--- src/hw/rtl/isq_pkg.sv ---
// shared constants, payload types and codes of the input-queued switch scheduler
package isq_pkg;

    localparam int MAX_PORTS = 8;
    localparam int MAX_DEPTH = 8;
    localparam int TIME_BITS = 16;

    localparam int PORT_W = 3;
    localparam int PTR_W  = 3;
    localparam int FILL_W = 4;
    localparam int CFG_W  = 4;
    localparam int ADDR_W = PORT_W + PTR_W;
    localparam int MEM_DEPTH = MAX_PORTS * MAX_DEPTH;

    localparam logic OP_ARRIVAL = 1'b0;
    localparam logic OP_TICK    = 1'b1;

    localparam logic [1:0] EV_ACCEPT = 2'd0;
    localparam logic [1:0] EV_DROP   = 2'd1;
    localparam logic [1:0] EV_REPORT = 2'd2;

    localparam logic CFG_PORT_COUNT   = 1'b0;
    localparam logic CFG_BUFFER_LIMIT = 1'b1;

    typedef struct packed {
        logic              operation;
        logic [PORT_W-1:0] in_port;
        logic [PORT_W-1:0] dest_port;
    } t_in_item;

    typedef struct packed {
        logic [1:0]           event_res;
        logic [PORT_W-1:0]    port_index;
        logic                 granted;
        logic [PORT_W-1:0]    granted_output;
        logic [TIME_BITS-1:0] delay;
        logic                 last;
    } t_out_item;

    typedef struct packed {
        logic [PORT_W-1:0]    dest;
        logic [TIME_BITS-1:0] slot;
    } t_entry;

endpackage

--- src/hw/rtl/isq_queue_mem.sv ---
// packet storage of all input queues, one write and one registered read port
module isq_queue_mem (
    input  logic                  i_clk,
    input  logic                  i_wr_en,
    input  logic [isq_pkg::ADDR_W-1:0] i_wr_addr,
    input  isq_pkg::t_entry       i_wr_data,
    input  logic                  i_rd_en,
    input  logic [isq_pkg::ADDR_W-1:0] i_rd_addr,
    output isq_pkg::t_entry       o_rd_data
);
    import isq_pkg::*;

    t_entry r_mem [MEM_DEPTH];
    t_entry r_rd_data;

    always_ff @(posedge i_clk) begin
        if (i_wr_en) begin
            r_mem[i_wr_addr] <= i_wr_data;
        end
        if (i_rd_en) begin
            r_rd_data <= r_mem[i_rd_addr];
        end
    end

    assign o_rd_data = r_rd_data;

endmodule

--- src/hw/rtl/input_queued_switch_hol_scheduler.sv ---
// top level: head-of-line fifo scheduler of an input-queued crossbar
//
// Each input port owns a fifo of packets kept in one shared queue memory
// (destination and arrival slot per entry). An arrival beat is accepted,
// then decided in S_ARR once the output register is free: it is queued
// with the current slot or dropped, and one result beat with last set follows.
// A tick beat clears the output claims and visits the active inputs from
// port 0 upward, one per cycle while the output is not stalled, giving one
// report beat each; the slot then advances. A tick is accepted, primes the
// registered read of the queue memory in S_RD, then reports the ports in S_EV,
// since the single memory read port fetches one head per cycle and a single
// delay subtractor serves every port in turn. A stalled output holds the
// sequence where it stands. The block takes no new beat until the current
// one has put its last result into the output register. Configuration
// beats are taken only while no input beat is in progress. No clearing pass
// is needed: only entries counted by the per-port fill counts are used.
module input_queued_switch_hol_scheduler (
    input  logic                 i_clk,
    input  logic                 i_rst_n,
    input  logic                 i_in_valid,
    output logic                 o_in_stall,
    input  isq_pkg::t_in_item    i_in_data,
    output logic                 o_out_valid,
    input  logic                 i_out_stall,
    output isq_pkg::t_out_item   o_out_data,
    input  logic                 i_cfg_valid,
    output logic                 o_cfg_ready,
    input  logic                 i_cfg_index,
    input  logic [isq_pkg::CFG_W-1:0] i_cfg_data
);
    import isq_pkg::*;

    typedef enum logic [1:0] {
        S_IDLE,
        S_ARR,
        S_RD,
        S_EV
    } t_state;

    // control and queue bookkeeping
    t_state                r_state,       n_state;
    t_in_item              r_item,        n_item;
    logic [PORT_W-1:0]     r_port,        n_port;
    logic [MAX_PORTS-1:0]  r_claimed,     n_claimed;
    logic [TIME_BITS-1:0]  r_slot,        n_slot;
    logic [PTR_W-1:0]      r_head [MAX_PORTS];
    logic [PTR_W-1:0]      n_head [MAX_PORTS];
    logic [FILL_W-1:0]     r_fill [MAX_PORTS];
    logic [FILL_W-1:0]     n_fill [MAX_PORTS];
    logic [CFG_W-1:0]      r_port_count,  n_port_count;
    logic [CFG_W-1:0]      r_buf_limit,   n_buf_limit;
    logic                  r_out_valid,   n_out_valid;
    t_out_item             r_out,         n_out;

    // queue memory interface
    logic                  mem_wr_en;
    logic [ADDR_W-1:0]     mem_wr_addr;
    t_entry                mem_wr_data;
    logic                  mem_rd_en;
    logic [ADDR_W-1:0]     mem_rd_addr;
    t_entry                mem_rd_data;

    logic [FILL_W-1:0]     active;
    logic [FILL_W-1:0]     limit;
    logic                  out_free;
    logic [PORT_W-1:0]     next_port;
    logic                  is_last;
    logic [TIME_BITS-1:0]  delay_calc;
    logic                  drop;
    logic                  grant;

    isq_queue_mem u_mem (
        .i_clk     (i_clk),
        .i_wr_en   (mem_wr_en),
        .i_wr_addr (mem_wr_addr),
        .i_wr_data (mem_wr_data),
        .i_rd_en   (mem_rd_en),
        .i_rd_addr (mem_rd_addr),
        .o_rd_data (mem_rd_data)
    );

    // port count zero acts as one, above the port limit it saturates
    assign active = (r_port_count == '0) ? FILL_W'(1) :
                    (r_port_count > FILL_W'(MAX_PORTS)) ? FILL_W'(MAX_PORTS) : r_port_count;
    assign limit  = (r_buf_limit > FILL_W'(MAX_DEPTH)) ? FILL_W'(MAX_DEPTH) : r_buf_limit;

    // output register frees up when empty or taken this cycle
    assign out_free  = !r_out_valid || !i_out_stall;
    assign next_port = PORT_W'(r_port + PORT_W'(1));
    assign is_last   = (FILL_W'(r_port) + FILL_W'(1)) == active;

    // shared delay unit: slot minus arrival plus one, wraps with the slot
    assign delay_calc = r_slot - mem_rd_data.slot + TIME_BITS'(1);

    // arrival decision: inactive ports or a full fifo drop the packet
    assign drop = ({1'b0, r_item.in_port} >= active) ||
                  ({1'b0, r_item.dest_port} >= active) ||
                  (r_fill[r_item.in_port] >= limit);

    // head grant: queue not empty and its output still free in this slot
    assign grant = (r_fill[r_port] != '0) && !r_claimed[mem_rd_data.dest];

    assign mem_wr_data.dest = r_item.dest_port;
    assign mem_wr_data.slot = r_slot;
    assign mem_wr_addr = {r_item.in_port,
                          PTR_W'(r_head[r_item.in_port] + r_fill[r_item.in_port][PTR_W-1:0])};

    always_comb begin
        n_state      = r_state;
        n_item       = r_item;
        n_port       = r_port;
        n_claimed    = r_claimed;
        n_slot       = r_slot;
        n_head       = r_head;
        n_fill       = r_fill;
        n_port_count = r_port_count;
        n_buf_limit  = r_buf_limit;
        n_out_valid  = r_out_valid && i_out_stall;
        n_out        = r_out;
        mem_wr_en    = 1'b0;
        mem_rd_en    = 1'b0;
        mem_rd_addr  = {r_port, r_head[r_port]};

        // configuration beats, only written while idle
        if (i_cfg_valid && o_cfg_ready) begin
            case (i_cfg_index)
                CFG_PORT_COUNT:   n_port_count = i_cfg_data;
                CFG_BUFFER_LIMIT: n_buf_limit  = i_cfg_data;
                default:          n_port_count = r_port_count;
            endcase
        end

        case (r_state)
            S_IDLE: begin
                if (i_in_valid) begin
                    n_item = i_in_data;
                    if (i_in_data.operation == OP_TICK) begin
                        n_claimed = '0;
                        n_port    = '0;
                        n_state   = S_RD;
                    end else begin
                        n_state = S_ARR;
                    end
                end
            end
            S_ARR: begin
                if (out_free) begin
                    n_out_valid          = 1'b1;
                    n_out.event_res      = drop ? EV_DROP : EV_ACCEPT;
                    n_out.port_index     = r_item.in_port;
                    n_out.granted        = 1'b0;
                    n_out.granted_output = '0;
                    n_out.delay          = '0;
                    n_out.last           = 1'b1;
                    if (!drop) begin
                        mem_wr_en = 1'b1;
                        n_fill[r_item.in_port] = FILL_W'(r_fill[r_item.in_port] + FILL_W'(1));
                    end
                    n_state = S_IDLE;
                end
            end
            S_RD: begin
                // prime the head read of the first port
                mem_rd_en = 1'b1;
                n_state   = S_EV;
            end
            S_EV: begin
                if (out_free) begin
                    n_out_valid          = 1'b1;
                    n_out.event_res      = EV_REPORT;
                    n_out.port_index     = r_port;
                    n_out.granted        = grant;
                    n_out.granted_output = grant ? mem_rd_data.dest : '0;
                    n_out.delay          = grant ? delay_calc : '0;
                    n_out.last           = is_last;
                    if (grant) begin
                        n_claimed[mem_rd_data.dest] = 1'b1;
                        n_head[r_port] = PTR_W'(r_head[r_port] + PTR_W'(1));
                        n_fill[r_port] = FILL_W'(r_fill[r_port] - FILL_W'(1));
                    end
                    if (is_last) begin
                        n_slot  = r_slot + TIME_BITS'(1);
                        n_state = S_IDLE;
                    end else begin
                        // fetch the next head; its pointer is not touched here
                        mem_rd_en   = 1'b1;
                        mem_rd_addr = {next_port, r_head[next_port]};
                        n_port      = next_port;
                    end
                end
            end
            default: n_state = S_IDLE;
        endcase
    end

    always_ff @(posedge i_clk) begin
        if (!i_rst_n) begin
            r_state      <= S_IDLE;
            r_port       <= '0;
            r_claimed    <= '0;
            r_slot       <= '0;
            r_port_count <= CFG_W'(8);
            r_buf_limit  <= CFG_W'(4);
            r_out_valid  <= 1'b0;
            for (int p = 0; p < MAX_PORTS; p++) begin
                r_head[p] <= '0;
                r_fill[p] <= '0;
            end
        end else begin
            r_state      <= n_state;
            r_port       <= n_port;
            r_claimed    <= n_claimed;
            r_slot       <= n_slot;
            r_port_count <= n_port_count;
            r_buf_limit  <= n_buf_limit;
            r_out_valid  <= n_out_valid;
            r_head       <= n_head;
            r_fill       <= n_fill;
        end
        r_item <= n_item;
        r_out  <= n_out;
    end

    assign o_in_stall  = (r_state != S_IDLE);
    assign o_out_valid = r_out_valid;
    assign o_out_data  = r_out;
    assign o_cfg_ready = (r_state == S_IDLE);

endmodule

--- config.mk ---
export PLATFORM = sky130hd
export DESIGN_NAME = input_queued_switch_hol_scheduler
export DESIGN_NICKNAME = d
export VERILOG_FILES = /design/src/hw/rtl/isq_pkg.sv /design/src/hw/rtl/isq_queue_mem.sv /design/src/hw/rtl/input_queued_switch_hol_scheduler.sv
export SDC_FILE = /design/constraint.sdc
export NUM_CORES = 2
export LEC_CHECK = 0
export BUFFER_PORTS_ARGS = -buffer_cell sky130_fd_sc_hd__clkbuf_2
export CAP_MARGIN = 30
export CELL_PAD_IN_SITES_DETAIL_PLACEMENT = 1
export CELL_PAD_IN_SITES_GLOBAL_PLACEMENT = 1
export CORE_ASPECT_RATIO = 1.75
export CORE_MARGIN = 5
export CORE_UTILIZATION = 49
export CTS_CLUSTER_DIAMETER = 100
export DETAILED_ROUTE_END_ITERATION = 7
export PLACE_DENSITY_LB_ADDON = 0.2
export SKIP_CTS_REPAIR_TIMING = 1
export SLEW_MARGIN = 10
export SYNTH_ARGS = -nofsm -noshare
export SYNTH_HDL_FRONTEND = slang
export SYNTH_SLANG_ARGS = --single-unit
--- constraint.sdc ---
create_clock -name i_clk -period 4.5 [get_ports i_clk]
set_input_delay 0.225 -clock i_clk [delete_from_list [all_inputs] [get_ports i_clk]]
set_output_delay 0.225 -clock i_clk [all_outputs]
set_load 0.01 [all_outputs]
==> results.json <==
{
  "hold_path.class": "in -> reg",
  "place_congestion": 0.933,
  "synth.yosys.warnings": 0,
  "place_hpwl_um": 119000,
  "max-slew-margin-rel_pct": 29.0,
  "clk_pin_slew_worst_paths_ns": 0.07,
  "dp_worst_setup_slack_ns": -0.347,
  "final_area_mm2": 0.0655,
  "start_util_pct": 49.2,
  "antenna_found_initial": 10,
  "ios": 46,
  "start_kind": "flip-flop",
  "grt_pass1_vias": 37000,
  "synth_area_mm2": 0.0553,
  "fin_skew_ns": 0.0344,
  "final_cells": 5580,
  "drive_above_1_share_pct": 20.2,
  "fp.dieArea_mm2": 0.120,
  "pwr-share-seq_pct": 53.5,
  "fmax_mhz": 226,
  "routed_wl_um": 178000,
  "fin_total_pwr_mw": 25.8,
  "internal-power_mw": 20.2,
  "placed_cells": 5310,
  "fin_crit_sh_pct": 98.5,
  "netlist_top_cells_area": "edfxtp_1 69%, mux2i_1 4.5%, mux4_2 3.5%",
  "final_nets": 4032,
  "global_route.usage.met1_pct": 31.2,
  "yosys.area.top_type": "edfxtp_1",
  "slew_violations": 0,
  "cts_tree": "built",
  "vias": 34500,
  "die_w_um": 264,
  "hold_ws_ns": -0.0492,
  "p_clk_share_pct": 42.4,
  "finalSetupViolCount": 0,
  "clockBufferDepth": 3,
  "worstPathMaxFanout": 21,
  "synth.yosys.seq_area_share_pct": 72.2,
  "avgSynthCellArea_um2": 15.1,
  "cp_slowest_cell": "mux4_2",
  "cts-root-buf": "clkbuf_16",
  "antenna_left": 0,
  "rsz0062_at_grt": "false",
  "outcome": "finished with violations",
  "htree_levels": 3,
  "overflow": 0,
  "path_cells": "ha_2 > buf_12 > mux2_1 > mux4_2 > nand3_1 > nand2_8 > buf_4 > buf_4 > o311ai_0 > nand4_1 > buf_4 > or4_1",
  "drt_pass1_iterations": 5,
  "critPathMaxStageDelay_ns": 0.51,
  "ys_ff_latch": 1361,
  "violations": "negative hold slack",
  "ir_worst_vdd_mv": 0.370,
  "cp_common_cell": "buf_4",
  "chipHeight_um": 454,
  "cp.arrival_ns": 4.91,
  "row_count": 163,
  "fin_ws_ns": 0.0667,
  "period_needed_ns": 4.43,
  "drt_drc_violations_left": 0,
  "power_density_mw_per_mm2": 394,
  "synth_edf_count": 1267,
  "busiest_layer": "met2",
  "p_sw_share_pct": 21.6,
  "grt_pass1_wl_um": 256000,
  "syn_nets": 3726,
  "wl_per_cell_um": 31.8,
  "grt_max_degree": 138,
  "synth-async-reset-ratio_pct": 0,
  "p_sw_mw": 5.58,
  "drtIter0Drc": 3562,
  "yosysTopAreaCellShare_pct": 68.8,
  "tightestPinTransition_ns": 1.06,
  "combPwrFrac_pct": 4.0,
  "grt_use_met2_pct": 53.1,
  "netlist_top_cells_count": "1267 x edfxtp_1, 416 x nand2_1, 293 x nor2_1, 250 x mux2i_1, 175 x o22ai_1",
  "ys.flop_type": "edfxtp_1",
  "synthCells": 3662,
  "syn2layout_area_growth_pct": 18.4,
  "cp.required_ns": 4.98,
  "worst_setup_path_end_kind": "flip-flop",
  "post_dp_cell_area_mm2": 0.0609,
  "grt.met3_usage_pct": 3.36,
  "via_per_inst": 6.18,
  "drv_cap": 0,
  "hold_violations": 3,
  "cts_inserted_buffers": 118,
  "yosysUniqueCellTypes": 77,
  "crit_type": "reg -> reg",
  "yosysMostFrequentCell": "edfxtp_1",
  "design.core.area_mm2": 0.112,
  "p_leak_nw": 23.6,
  "portBuffers": 45,
  "grtUsageTotal_pct": 29.1,
  "clk-insertion-delay-late_ns": 0.75,
  "clkSinkCount": 1361
}
final timing paths:
path	slack, ns	from	cells after the start	to
max	0.07	r_port[1]	12	u_mem.o_rd_data[11]
max reg2reg	0.07	r_port[1]	12	u_mem.o_rd_data[11]
min reg2reg	0.48	r_claimed[5]	2	r_claimed[5]
min	-0.05	i_cfg_index	4	r_port_count[2]
power by group through the flow:
| stage | sequential [mW] | clock [mW] | combinational [mW] |
|---|---|---|---|
| floorplan | 14.1 | 0 | 0.538 |
| global placement | 14.1 | 0 | 0.987 |
| global route | 13.8 | 11.7 | 1.09 |
| CTS | 13.8 | 11.1 | 1.02 |
| detailed placement | 14.1 | 0 | 1.02 |
| finish | 13.8 | 10.9 | 1.04 |
layout by cell type (no fill, tap or decap), types with 13 or more instances in the layout:
master	n
a32oi_1	42
inv_1	41
and2_1	13
a22oi_1	41
buf_4	210
clkbuf_16	119
o21ai_0	49
clkinv_1	18
ha_1	44
nor2_1	228
nor2b_1	55
xor2_1	21
clkinv_2	23
nand2_1	409
nor3_1	36
o211ai_1	39
a21oi_1	58
diode_2	28
mux4_2	87
nand3_1	113
and3_1	13
nand4_1	24
dfxtp_1	77
a31oi_1	47
or4_1	17
edfxtp_1	1267
o22ai_1	173
mux2i_1	250
buf_12	112
mux2_2	13
clkbuf_2	45
nor2_4	66
dlygate4sd3_1	15
a311oi_1	18
o22a_1	23
clkinvlp_4	15
dfxtp_2	17
bufinv_16	22
xnor2_1	14
kinds of logic after synthesis:
kind of cell             share of synthesized area (%)
multiplexers                                      8.36
XOR/XNOR                                         0.631
AND/OR/NAND/NOR                                   7.98
flip-flops                                        72.2
AO/OA/AOI/OAI                                     7.62
buffers and inverters                             2.09
adder cells (fa/ha/maj)                           1.09
layer usage:
metal / vias to the layer above / wire, um
li1: 14900 / -
met1: 17900 / 60200
met2: 1285 / 94700
met3: 397 / 8480
met4: 0 / 14300
met5: - / 0
sequential cells by signal, summed over array words and instances (netlist names), 2 cells and up:
register / cells
u_mem.o_rd_data: 19
r_state: 2
r_claimed: 8
r_port_count: 4
r_buf_limit: 4
u_mem.r_mem: 1216
r_head: 24
mem_wr_addr: 3
r_port: 3
r_slot: 16
mem_wr_data: 3
o_out_data: 26
r_fill: 32
worst max-delay path: cells and delay by family (launching register included):
| kind | cells | cell delay [ns] |
|---|---|---|
| flops | 1 | 0.33 |
| fa+ha+maj | 1 | 0.41 |
| simple gates | 4 | 1.14 |
| buf+inv | 4 | 0.89 |
| compound gates | 1 | 0.50 |
| mux | 2 | 0.87 |
stage by stage:
| step | util [%] | TNS [ns] |
|---|---|---|
| 5_1_grt | 58.2 | 0 |
| 3_3_place_gp | 54.2 | -0.477 |
| 4_1_cts | 57.9 | -1.52 |
| 6_report | 58.2 | 0 |
| 3_5_place_dp | 54.2 | -1.13 |
| 2_1_floorplan | - | -0.0492 |
layout make-up:
cell class,count,area (um2)
clock buffers,125,3000
fillers,10300,46900
well taps,1485,1860
diodes,28,70.1
flip-flops and latches,1361,39900
inverters,46,173
multi-input cells,2052,14900
clock inverters,94,1150
repair buffers,389,4330
No activity file was read; power rests on OpenSTA's default activity.
